[src/rtl/core/thlin_pkg.sv]
// shared types, constants and the coefficient table of the thermocouple linearizer
`timescale 1ns / 1ps
`default_nettype none

package thlin_pkg;

  // polynomial length and coefficient table geometry
  localparam int NUM_TERMS = 10;
  localparam int COL_W     = 4;
  localparam int TYPE_W    = 3;

  // datapath widths
  localparam int ACC_W   = 64;
  localparam int V_W     = 18;
  localparam int MAG_W   = 62;
  localparam int HALF_W  = 31;
  localparam int PP_W    = HALF_W + V_W;
  localparam int PROD_W  = 80;
  localparam int DROP_W  = 5;
  localparam int CHUNK_W = 19;
  localparam int NUM_CHUNKS = 4;
  localparam int MQ_W    = CHUNK_W * NUM_CHUNKS;
  localparam int CELL_LAT = 6 + 2 * NUM_CHUNKS;
  localparam int CONV_LAT = 5;

  // divide by 3125 through a reciprocal and one correction
  localparam int DIV_X_W  = 31;
  localparam int DIV_Q_W  = 20;
  localparam int DIV_R_W  = 12;
  localparam int DIVISOR  = 3125;
  localparam int RECIP_SH = 31;
  localparam int RECIP_W  = 20;
  localparam logic [RECIP_W-1:0] RECIP = RECIP_W'((64'd1 << RECIP_SH) / DIVISOR);

  // accumulator saturation in micro-degrees
  localparam logic signed [ACC_W-1:0] ACC_LIMIT = 64'sd4000000000000000000;

  // output field widths
  localparam int C_W = 19;
  localparam int F_W = 20;
  localparam int K_W = 18;

  // thermocouple type codes
  localparam logic [TYPE_W-1:0] TC_J = 3'd0;
  localparam logic [TYPE_W-1:0] TC_K = 3'd1;
  localparam logic [TYPE_W-1:0] TC_E = 3'd2;
  localparam logic [TYPE_W-1:0] TC_R = 3'd3;
  localparam logic [TYPE_W-1:0] TC_S = 3'd4;
  localparam logic [TYPE_W-1:0] TC_T = 3'd5;

  // beat handed from one cell to the next
  typedef struct packed {
    logic signed [ACC_W-1:0] s;
    logic signed [V_W-1:0]   v;
  } beat_t;

  // side data riding along the long division inside a cell
  typedef struct packed {
    logic                  neg;
    logic                  lnz;
    logic signed [V_W-1:0] v;
    logic [MQ_W-1:0]       mq;
  } side_t;

  // coefficient in micro-degrees for a type and power of the 0.1 V variable
  function automatic logic signed [ACC_W-1:0] coef_lookup(input logic [TYPE_W-1:0] row,
                                                         input logic [COL_W-1:0] col);
    logic signed [ACC_W-1:0] c;
    c = '0;
    unique case (row)
      TC_J: begin
        unique case (col)
          4'd0: c = -64'sd48868;
          4'd1: c = 64'sd1987314503;
          4'd2: c = -64'sd2186145353;
          4'd3: c = 64'sd11569199780;
          4'd4: c = -64'sd26491753140;
          4'd5: c = 64'sd20184413140;
          default: c = '0;
        endcase
      end
      TC_K: begin
        unique case (col)
          4'd0: c = 64'sd226585;
          4'd1: c = 64'sd2415210900;
          4'd2: c = 64'sd672334248;
          4'd3: c = 64'sd2210340682;
          4'd4: c = -64'sd86096391490;
          4'd5: c = 64'sd483506000000;
          4'd6: c = -64'sd1184520000000;
          4'd7: c = 64'sd1386900000000;
          4'd8: c = -64'sd633708000000;
          default: c = '0;
        endcase
      end
      TC_E: begin
        unique case (col)
          4'd0: c = 64'sd104967;
          4'd1: c = 64'sd1718945282;
          4'd2: c = -64'sd2826390850;
          4'd3: c = 64'sd12695339500;
          4'd4: c = -64'sd44870308460;
          4'd5: c = 64'sd110866000000;
          4'd6: c = -64'sd176807000000;
          4'd7: c = 64'sd171842000000;
          4'd8: c = -64'sd91927800000;
          4'd9: c = 64'sd20613200000;
          default: c = '0;
        endcase
      end
      TC_R: begin
        unique case (col)
          4'd0: c = 64'sd263633;
          4'd1: c = 64'sd17907549100;
          4'd2: c = -64'sd488403413700;
          4'd3: c = 64'sd19000200000000;
          4'd4: c = -64'sd482704000000000;
          4'd5: c = 64'sd7620910000000000;
          4'd6: c = -64'sd72002600000000000;
          4'd7: c = 64'sd371496000000000000;
          4'd8: c = -64'sd803104000000000000;
          default: c = '0;
        endcase
      end
      TC_S: begin
        unique case (col)
          4'd0: c = 64'sd927763;
          4'd1: c = 64'sd16952651500;
          4'd2: c = -64'sd315683639400;
          4'd3: c = 64'sd8990730663000;
          4'd4: c = -64'sd163565000000000;
          4'd5: c = 64'sd1880270000000000;
          4'd6: c = -64'sd13724100000000000;
          4'd7: c = 64'sd61750100000000000;
          4'd8: c = -64'sd156105000000000000;
          4'd9: c = 64'sd169535000000000000;
          default: c = '0;
        endcase
      end
      TC_T: begin
        unique case (col)
          4'd0: c = 64'sd100861;
          4'd1: c = 64'sd2572794369;
          4'd2: c = -64'sd7673458295;
          4'd3: c = 64'sd78025595810;
          4'd4: c = -64'sd924748658900;
          4'd5: c = 64'sd6976880000000;
          4'd6: c = -64'sd26619200000000;
          4'd7: c = 64'sd39407800000000;
          default: c = '0;
        endcase
      end
      default: c = '0;
    endcase
    return c;
  endfunction

endpackage

`default_nettype wire

[src/rtl/core/thlin_div_step.sv]
// two-stage divide of a 31-bit value by 3125: quotient and remainder
`timescale 1ns / 1ps
`default_nettype none

module thlin_div_step (
  input  wire logic                           clk,
  input  wire logic [thlin_pkg::DIV_X_W-1:0]  x,
  output logic      [thlin_pkg::DIV_Q_W-1:0]  q,
  output logic      [thlin_pkg::DIV_R_W-1:0]  r
);
  import thlin_pkg::*;

  localparam int PR_W = DIV_X_W + RECIP_W;
  localparam int RF_W = DIV_R_W + 1;

  logic [DIV_X_W-1:0] x_d;
  logic [DIV_Q_W-1:0] q0;
  logic [PR_W-1:0]    prod;
  logic [DIV_X_W-1:0] back;
  logic [RF_W-1:0]    r_full;

  // estimate from the reciprocal, never above the true quotient
  assign prod = PR_W'(x) * PR_W'(RECIP);

  always_ff @(posedge clk) begin
    x_d <= x;
    q0  <= prod[PR_W-1 -: DIV_Q_W];
  end

  // remainder of the estimate, one correction step
  assign back   = DIV_X_W'(q0) * DIV_X_W'(DIVISOR);
  assign r_full = RF_W'(x_d - back);

  always_ff @(posedge clk) begin
    if (r_full >= RF_W'(DIVISOR)) begin
      q <= q0 + DIV_Q_W'(1);
      r <= DIV_R_W'(r_full - RF_W'(DIVISOR));
    end else begin
      q <= q0;
      r <= DIV_R_W'(r_full);
    end
  end

endmodule

`default_nettype wire

[src/rtl/core/thlin_conv.sv]
// converts micro-degrees celsius to saturated centi celsius, fahrenheit and kelvin
`timescale 1ns / 1ps
`default_nettype none

module thlin_conv (
  input  wire logic                                clk,
  input  wire logic                                rst,
  input  wire logic                                vld_in,
  input  wire logic signed [thlin_pkg::ACC_W-1:0]  s_in,
  output logic                                     vld_out,
  output logic signed [thlin_pkg::C_W-1:0]         c_out,
  output logic signed [thlin_pkg::F_W-1:0]         f_out,
  output logic        [thlin_pkg::K_W-1:0]         k_out
);
  import thlin_pkg::*;

  // outside [-4e8, 2.1e9] every output is already saturated
  localparam logic signed [ACC_W-1:0] S_LO = -64'sd400000000;
  localparam logic signed [ACC_W-1:0] S_HI = 64'sd2100000000;
  localparam int SC_W = 32;
  localparam logic [SC_W-1:0] SC_OFS = 32'd400000000;
  localparam logic [SC_W-1:0] SC_TOP = 32'd2500000000;
  localparam logic [SC_W-1:0] C_RND  = 32'd5000;
  localparam logic [SC_W-1:0] K_RND  = 32'd273155000;
  localparam int NF_W = 35;
  localparam logic [NF_W-1:0] F_RND = 35'd160025000;
  localparam int SH = 4;
  localparam int O_W = 22;
  localparam logic signed [O_W-1:0] C_BIAS = 22'sd40000;
  localparam logic signed [O_W-1:0] F_BIAS = 22'sd72000;
  localparam logic signed [O_W-1:0] C_MIN = -22'sd30000;
  localparam logic signed [O_W-1:0] C_MAX = 22'sd200000;
  localparam logic signed [O_W-1:0] F_MIN = -22'sd46000;
  localparam logic signed [O_W-1:0] F_MAX = 22'sd364000;
  localparam logic signed [O_W-1:0] K_MAX = 22'sd227315;

  logic [CONV_LAT-1:0] vld_pipe;
  logic [SC_W-1:0]     sc;
  logic [SC_W-1:0]     nc;
  logic [SC_W-1:0]     nk;
  logic [NF_W-1:0]     nf;
  logic [SC_W-1:0]     yc;
  logic [SC_W-1:0]     yk;
  logic [DIV_X_W-1:0]  xc;
  logic [DIV_X_W-1:0]  xk;
  logic [DIV_X_W-1:0]  xf;
  logic [DIV_Q_W-1:0]  qc;
  logic [DIV_Q_W-1:0]  qk;
  logic [DIV_Q_W-1:0]  qf;
  logic [DIV_R_W-1:0]  rc;
  logic [DIV_R_W-1:0]  rk;
  logic [DIV_R_W-1:0]  rf;
  logic signed [O_W-1:0] cw;
  logic signed [O_W-1:0] fw;
  logic signed [O_W-1:0] kw;

  always_ff @(posedge clk) begin
    if (rst) begin
      vld_pipe <= '0;
    end else begin
      vld_pipe <= {vld_pipe[CONV_LAT-2:0], vld_in};
    end
  end

  assign vld_out = vld_pipe[CONV_LAT-1];

  // clamp and shift to a non-negative range
  always_ff @(posedge clk) begin
    if (s_in < S_LO) begin
      sc <= '0;
    end else if (s_in > S_HI) begin
      sc <= SC_TOP;
    end else begin
      sc <= SC_W'(s_in + ACC_W'(SC_OFS));
    end
  end

  // rounding offsets; /10000 becomes 5 * floor(n / 16) / 3125
  assign nc = sc + C_RND;
  assign nk = sc + K_RND;
  assign nf = (NF_W'(sc) << 3) + NF_W'(sc) + F_RND;
  assign yc = nc >> SH;
  assign yk = nk >> SH;

  always_ff @(posedge clk) begin
    xc <= DIV_X_W'((yc << 2) + yc);
    xk <= DIV_X_W'((yk << 2) + yk);
    xf <= DIV_X_W'(nf >> SH);
  end

  thlin_div_step u_div_c (.clk(clk), .x(xc), .q(qc), .r(rc));
  thlin_div_step u_div_f (.clk(clk), .x(xf), .q(qf), .r(rf));
  thlin_div_step u_div_k (.clk(clk), .x(xk), .q(qk), .r(rk));

  // remove the range shift and saturate; the kelvin clamp also looks at the remainders
  assign cw = $signed(O_W'(qc)) - C_BIAS;
  assign fw = $signed(O_W'(qf)) - F_BIAS;
  assign kw = $signed(O_W'(qk)) - C_BIAS;

  always_ff @(posedge clk) begin
    if (cw < C_MIN) begin
      c_out <= C_W'(C_MIN);
    end else if (cw > C_MAX) begin
      c_out <= C_W'(C_MAX);
    end else begin
      c_out <= C_W'(cw);
    end
    if (fw < F_MIN) begin
      f_out <= F_W'(F_MIN);
    end else if (fw > F_MAX) begin
      f_out <= F_W'(F_MAX);
    end else begin
      f_out <= F_W'(fw);
    end
    if (kw[O_W-1] || (rc == '0 && rf == '0 && rk == '0 && kw == '0)) begin
      k_out <= '0;
    end else if (kw > K_MAX) begin
      k_out <= K_W'(K_MAX);
    end else begin
      k_out <= K_W'(kw);
    end
  end

endmodule

`default_nettype wire
[config.mk]
export PLATFORM = sky130hd
export DESIGN_NAME = thlin_conv
export DESIGN_NICKNAME = d
export VERILOG_FILES = /design/src/rtl/core/thlin_pkg.sv /design/src/rtl/core/thlin_div_step.sv /design/src/rtl/core/thlin_conv.sv
export SDC_FILE = /design/constraint.sdc
export NUM_CORES = 2
export LEC_CHECK = 0
export BUFFER_PORTS_ARGS = -buffer_cell sky130_fd_sc_hd__clkbuf_2
export CORE_MARGIN = 2
export CORE_UTILIZATION = 65
export DETAILED_ROUTE_END_ITERATION = 6
export PLACE_DENSITY = 0.82
export REMOVE_ABC_BUFFERS = 1
export SLEW_MARGIN = 20
export SYNTH_ARGS = -nofsm -noshare
export SYNTH_HDL_FRONTEND = slang
export SYNTH_HIERARCHICAL = 1
export SYNTH_SLANG_ARGS = --single-unit
[constraint.sdc]
create_clock -name clk -period 7.8 [get_ports clk]
set_clock_uncertainty 0.2 [all_clocks]
set_input_delay 0.78 -clock clk [delete_from_list [all_inputs] [get_ports clk]]
set_output_delay 0.78 -clock clk [all_outputs]
set_load 0.01 [all_outputs]
# Word-level counts from Yosys, hierarchy flattened
# Cells that the tools add are included.
[totals]
register_bits = 382
input_bits = 67
output_inout_bits = 58
wordCells = 81
[op_classes]
n_addsub = 19
n_mul = 6
magnitude_cmp = 10
muxes = 10
reduce_logical = 12
[op_table]
columns = ["op", "count"]
rows = [
  ["$mul 31x19->50 const B", 3],
  ["$mux 20", 4],
  ["$add 32x29->32 const B", 2],
  ["$gt 64x32->1 const B", 1],
  ["$lt 64x30->1 const B", 1],
  ["$add 30x28->31", 2],
  ["$add 20x1->20 const B", 3],
  ["$mul 20x12->13 const B", 3],
  ["$gt 21x19->1 const B", 2],
  ["$sub 20x16->21 const B", 2],
  ["$ge 13x12->1 const B", 3],
  ["$sub 13x13->13", 3],
  ["$logic_not 12->1", 3],
  ["$mux 12", 3],
  ["$sub 12x12->12 const B", 3],
  ["$add 35x28->35 const B", 1],
  ["$add 35x32->35", 1],
  ["$add 32x13->32 const B", 1],
  ["$mux 32", 1],
  ["$logic_not 22->1", 1],
  ["$gt 21x20->1 const B", 1],
  ["$lt 21x16->1 const B", 1],
  ["$lt 21x17->1 const B", 1],
  ["$sub 20x17->21 const B", 1],
  ["other kinds (5)", 10],
]

# Depth between registers and ports, before layout
[depth]
depth_word = 6
depth_mapped = 23
mapped_depth_nobuf = 22

# Cells and area by module
# The synthesis kept the hierarchy.
[by_module_without_submodules]
columns = ["mod", "n_inst", "cells_per_inst", "area_each_um2", "seq_area_each_um2"]
rows = [
  ["thlin_div_step (u_div_f)", 1, 1464, 14770.4, 1301.2],
  ["thlin_div_step (u_div_k)", 1, 1429, 14646.5, 1301.2],
  ["thlin_div_step (u_div_c)", 1, 1428, 14622.8, 1301.2],
  ["thlin_conv", 1, 1380, 11688.7, 3743.6],
]

# Least setup slack after synthesis
# Ideal clock, no wire load.
[synth_path]
kind = "register -> register"
from = "reg xk[11]"
to = "reg u_div_k.q0[8]"
setup_time_ns = 0.115
arrival_time_ns = 5.705
t_required_ns = 7.485
path_slack_ns = 1.780
path_stages_with_launch = 19
n_path_buf = 0
period_less_slack_ns = 6.020
path_cell_list = "dfxtp_1 > ha_1 > fa_1 > fa_1 > fa_1 > fa_1 > inv_1 > fa_1 > inv_1 > ha_1 > a21oi_1 > o21ai_0 > or4_1 > nor3_1 > or2_2 > a21boi_0 > o21a_1 > or3_1 > and2_1"
[synth_between]
elab_chain_cells = 1
[synth_lines]
columns = ["item", "line_no", "rtl"]
rows = [
  ["start: declaration", "thlin_conv.sv:45", "logic [DIV_X_W-1:0] xk;"],
  ["start signal: assignment", "thlin_conv.sv:87", "xk <= DIV_X_W'((yk << 2) + yk);"],
  ["$mul 31x19->50", "thlin_div_step.sv:23", "assign prod = PR_W'(x) * PR_W'(RECIP);"],
  ["named net u_div_k.prod[39]", "thlin_div_step.sv:18", "logic [PR_W-1:0] prod;"],
  ["end signal: assignment", "thlin_div_step.sv:27", "q0 <= prod[PR_W-1 -: DIV_Q_W];"],
  ["end: declaration", "thlin_div_step.sv:17", "logic [DIV_Q_W-1:0] q0;"],
]
# The timed path passes the listed nets, and every way through them passes these cells.
# A chain may end at the register's enable or synchronous reset.

# Final worst setup path
[layout_path]
from = "reg xc[6]"
to = "reg u_div_c.q0[16]"
[layout_between]
elab_chain_cells = 1
[layout_lines]
columns = ["item", "line_no", "rtl"]
rows = [
  ["start: declaration", "thlin_conv.sv:44", "logic [DIV_X_W-1:0] xc;"],
  ["start signal: assignment", "thlin_conv.sv:86", "xc <= DIV_X_W'((yc << 2) + yc);"],
  ["$mul 31x19->50", "thlin_div_step.sv:23", ""],
  ["named net u_div_c.prod[47]", "thlin_div_step.sv:18", ""],
  ["end signal: assignment", "thlin_div_step.sv:27", ""],
  ["end: declaration", "thlin_div_step.sv:17", ""],
]
# The timed path passes the listed nets, and every way through them passes these cells.

==> impl_metrics.json <==
{
  "insertion_delay_ns": 0.63,
  "core_area_um2": 85000,
  "syn_area_per_cell_um2": 9.78,
  "hold_buffers": 0,
  "synth_top_family_by_area": "adder cells",
  "grt_use_total_pct": 28.4,
  "arrival_ns": 7.09,
  "routabilityCongestion": 0.905,
  "cts_buffers": 46,
  "violations": "design-rule violations",
  "slew_headroom_pct": 33.3,
  "worstHoldEndpoint": "sc[0]$_SDFF_PP0_",
  "synth-compound-area-share_pct": 8.48,
  "crit_path_end_kind": "register",
  "synth_common_cells": "inv_1 (1362), ha_1 (1100), fa_1 (813)",
  "die_area_um2": 88100,
  "layout_worst_path_cycle_share_pct": 86.5,
  "maxCapViolCount": 0,
  "place_hpwl_um": 101000,
  "synth.area.top_cells": "fa_1 (29%), ha_1 (25%), dfxtp_1 (14%)",
  "drt_first_pass_iters": 7,
  "netlist_area_um2": 55700,
  "cts_max_level": 2,
  "startpoint_type": "register",
  "drive_gt1_share_pct": 4.71,
  "ys_ff_latch": 382,
  "synthSimpleGateAreaFrac_pct": 8.51,
  "hold_violations": 0,
  "cts_tree": "yes",
  "dieHeight_um": 297,
  "async_flop_share_pct": 0,
  "crit_slowest_cell": "dfxtp_1",
  "path_cells": "ha_1, fa_1, fa_1, fa_1, fa_1, inv_1, fa_1, inv_1, ha_1, a21oi_1, o21ai_0, nor3_1, a31oi_1, o211ai_1, nand3_1, a221o_1, a2111oi_0, nand3b_1",
  "tightest_slew_ns": 0.997,
  "worst_hold_startpoint": "s_in[0]",
  "timing.setup.tns_ns": 0,
  "worstPathMaxFanout": 12,
  "crit_top_cell": "fa_1",
  "port_buffers": 124,
  "n_antenna_cell": 0,
  "synth_top_area_share_pct": 29.2,
  "reg2reg_to": "u_div_c/q0[16]$_DFF_P_",
  "area_growth_pct": 6.39,
  "ant_nets": 0,
  "period_needed_ns": 6.75,
  "n_fill_cell": 6084,
  "start_util_pct": 65.6,
  "finalMaxSlewViolations": 0,
  "postRouteWirelength_um": 122000,
  "setup_viol": 0,
  "worst-setup-path-type": "reg -> reg",
  "crit_required_ns": 8.14,
  "crit_buf_inv": 2,
  "clkSinkCount": 382,
  "antenna_found_initial": 0,
  "path_delay_family": "adder cells",
  "ys_seq_area_share_pct": 13.7,
  "worst-r2r-cell-count": 18,
  "die_w_um": 297,
  "yosysWarnings": 6,
  "first_global_vias": 41406,
  "syn_inst": 5701,
  "synthAdderAreaFrac_pct": 53.9,
  "routed-via-count": 39144,
  "vias_per_cell": 5.57,
  "rsz0062_at_grt": "false",
  "clockBufferDepth": 3,
  "yosys.cell_types.count": 99,
  "max_freq_ghz": 0.148,
  "cts-root-buf": "clkbuf_16",
  "synth_edf_count": 0,
  "path_clk_slew_ns": 0.07,
  "overflow": 0,
  "io_pins": 125,
  "yosysMostFrequentCell": "inv_1",
  "avgRoutedWirePerCell_um": 17.3,
  "outcome": "finished with violations",
  "hold_class": "in -> reg",
  "synth.area.mux_share_pct": 0.189,
  "nNetsFinal": 7827,
  "min_path_cells": 2,
  "grt_max_degree": 23,
  "worstReg2RegStart": "xc[6]$_DFF_P_",
  "drt_iter0_drc": 2437,
  "synth_flop_cell": "dfxtp_1",
  "rows": 107,
  "regToRegSetupSlack_ns": 1.05,
  "synth_xor_area_share_pct": 5.64,
  "cpPeakStageDelay_ns": 0.88,
  "post-cts-setup-buffer-count": 0,
  "grt_pass1_wl_um": 205000,
  "final_util_pct": 69.7,
  "yosysTopAreaCell": "fa_1",
  "cts_resized": 0,
  "drc": 1
}
## area by class of cell
class                      count  area [µm²]  share of cell area [%]
clock buffer                  55        1260                    2.12
inverter                    1363        5120                    8.63
sequential                   382        7650                    12.9
multi-input combinational   3919       42800                    72.1
tap                         1144        1430                    2.41
clock inverter                31         375                   0.633
timing repair buffer         135         703                    1.19
## worst max-delay path by stage
stage / start / end / slack (ns) / cells past startpoint
floorplan: xk[11]$_DFF_P_ / u_div_k/q0[8]$_DFF_P_ / 1.78 / 18
global placement: xk[6]$_DFF_P_ / u_div_k/q0[8]$_DFF_P_ / 1.16 / 20
detailed placement: xk[7]$_DFF_P_ / u_div_k/q0[8]$_DFF_P_ / 1.07 / 18
CTS: xk[7]$_DFF_P_ / u_div_k/q0[8]$_DFF_P_ / 1.04 / 18
global route: xc[6]$_DFF_P_ / u_div_c/q0[18]$_DFF_P_ / 0.74 / 18
finish: xc[6]$_DFF_P_ / u_div_c/q0[16]$_DFF_P_ / 1.05 / 18
## cell families (layout without fill, tap and decap cells)
family	count (synthesis)	count (layout)
AOI/OAI and AO/OA	705	705
and+or+nand+nor	934	934
DFF	382	382
adders and majority gates	1913	1913
xor gates and xnor gates	357	357
muxes	10	10
buffers and inverters	1400	1584
## state kept, by name, summed over array words and instances, names as in the netlist, 31 cells and up
signal / count
xf: 31
sc: 32
xc: 31
xk: 31
## cell usage in the layout (no fill, tap or decap), drive strengths merged, types with 9 or more instances in the layout
master	instances
inv	1370
ha	1100
fa	813
dfxtp	382
xnor2	226
a21oi	223
nor2	216
nand2	208
clkbuf	179
xor2	131
o21ai	120
nand3	87
a21o	81
nor3	70
nand4	52
nor2b	49
nor4	46
and3	43
nand2b	34
and2	33
o211ai	27
o21a	23
o21bai	22
or2	22
o31ai	21
a211oi	21
or3	20
a21boi	16
a31oi	15
a221oi	14
and4	12
clkinv	12
buf	11
o31a	10
or4	10
o211a	9
o22ai	9
a211o	9
a2111oi	9
## per-stage QoR
step / setup WS, ns / area (µm²) / instances / hold slack, ns
after floorplan: 1.78 / 55500 / 5664 / 0.196
after global placement: 1.16 / 57700 / 6943 / 0.217
after detailed placement: 1.07 / 57700 / 6943 / 0.218
after CTS: 1.04 / 59300 / 7029 / 0.154
after global routing: 0.739 / 59300 / 7029 / 0.178
final: 1.05 / 59300 / 7029 / 0.168
## layer usage
layer	up-vias	track usage (%)	wire length (µm)
met3	186	4.55	6900
met4	0	6.38	2710
met2	1012	48.4	58700
met1	19196	38.1	53600
li1	18750	-	-
met5	-	0	0
Power is left out: the tool's default activity adds up to more than one toggle a clock period on the data nets, which glitch-free logic cannot reach.
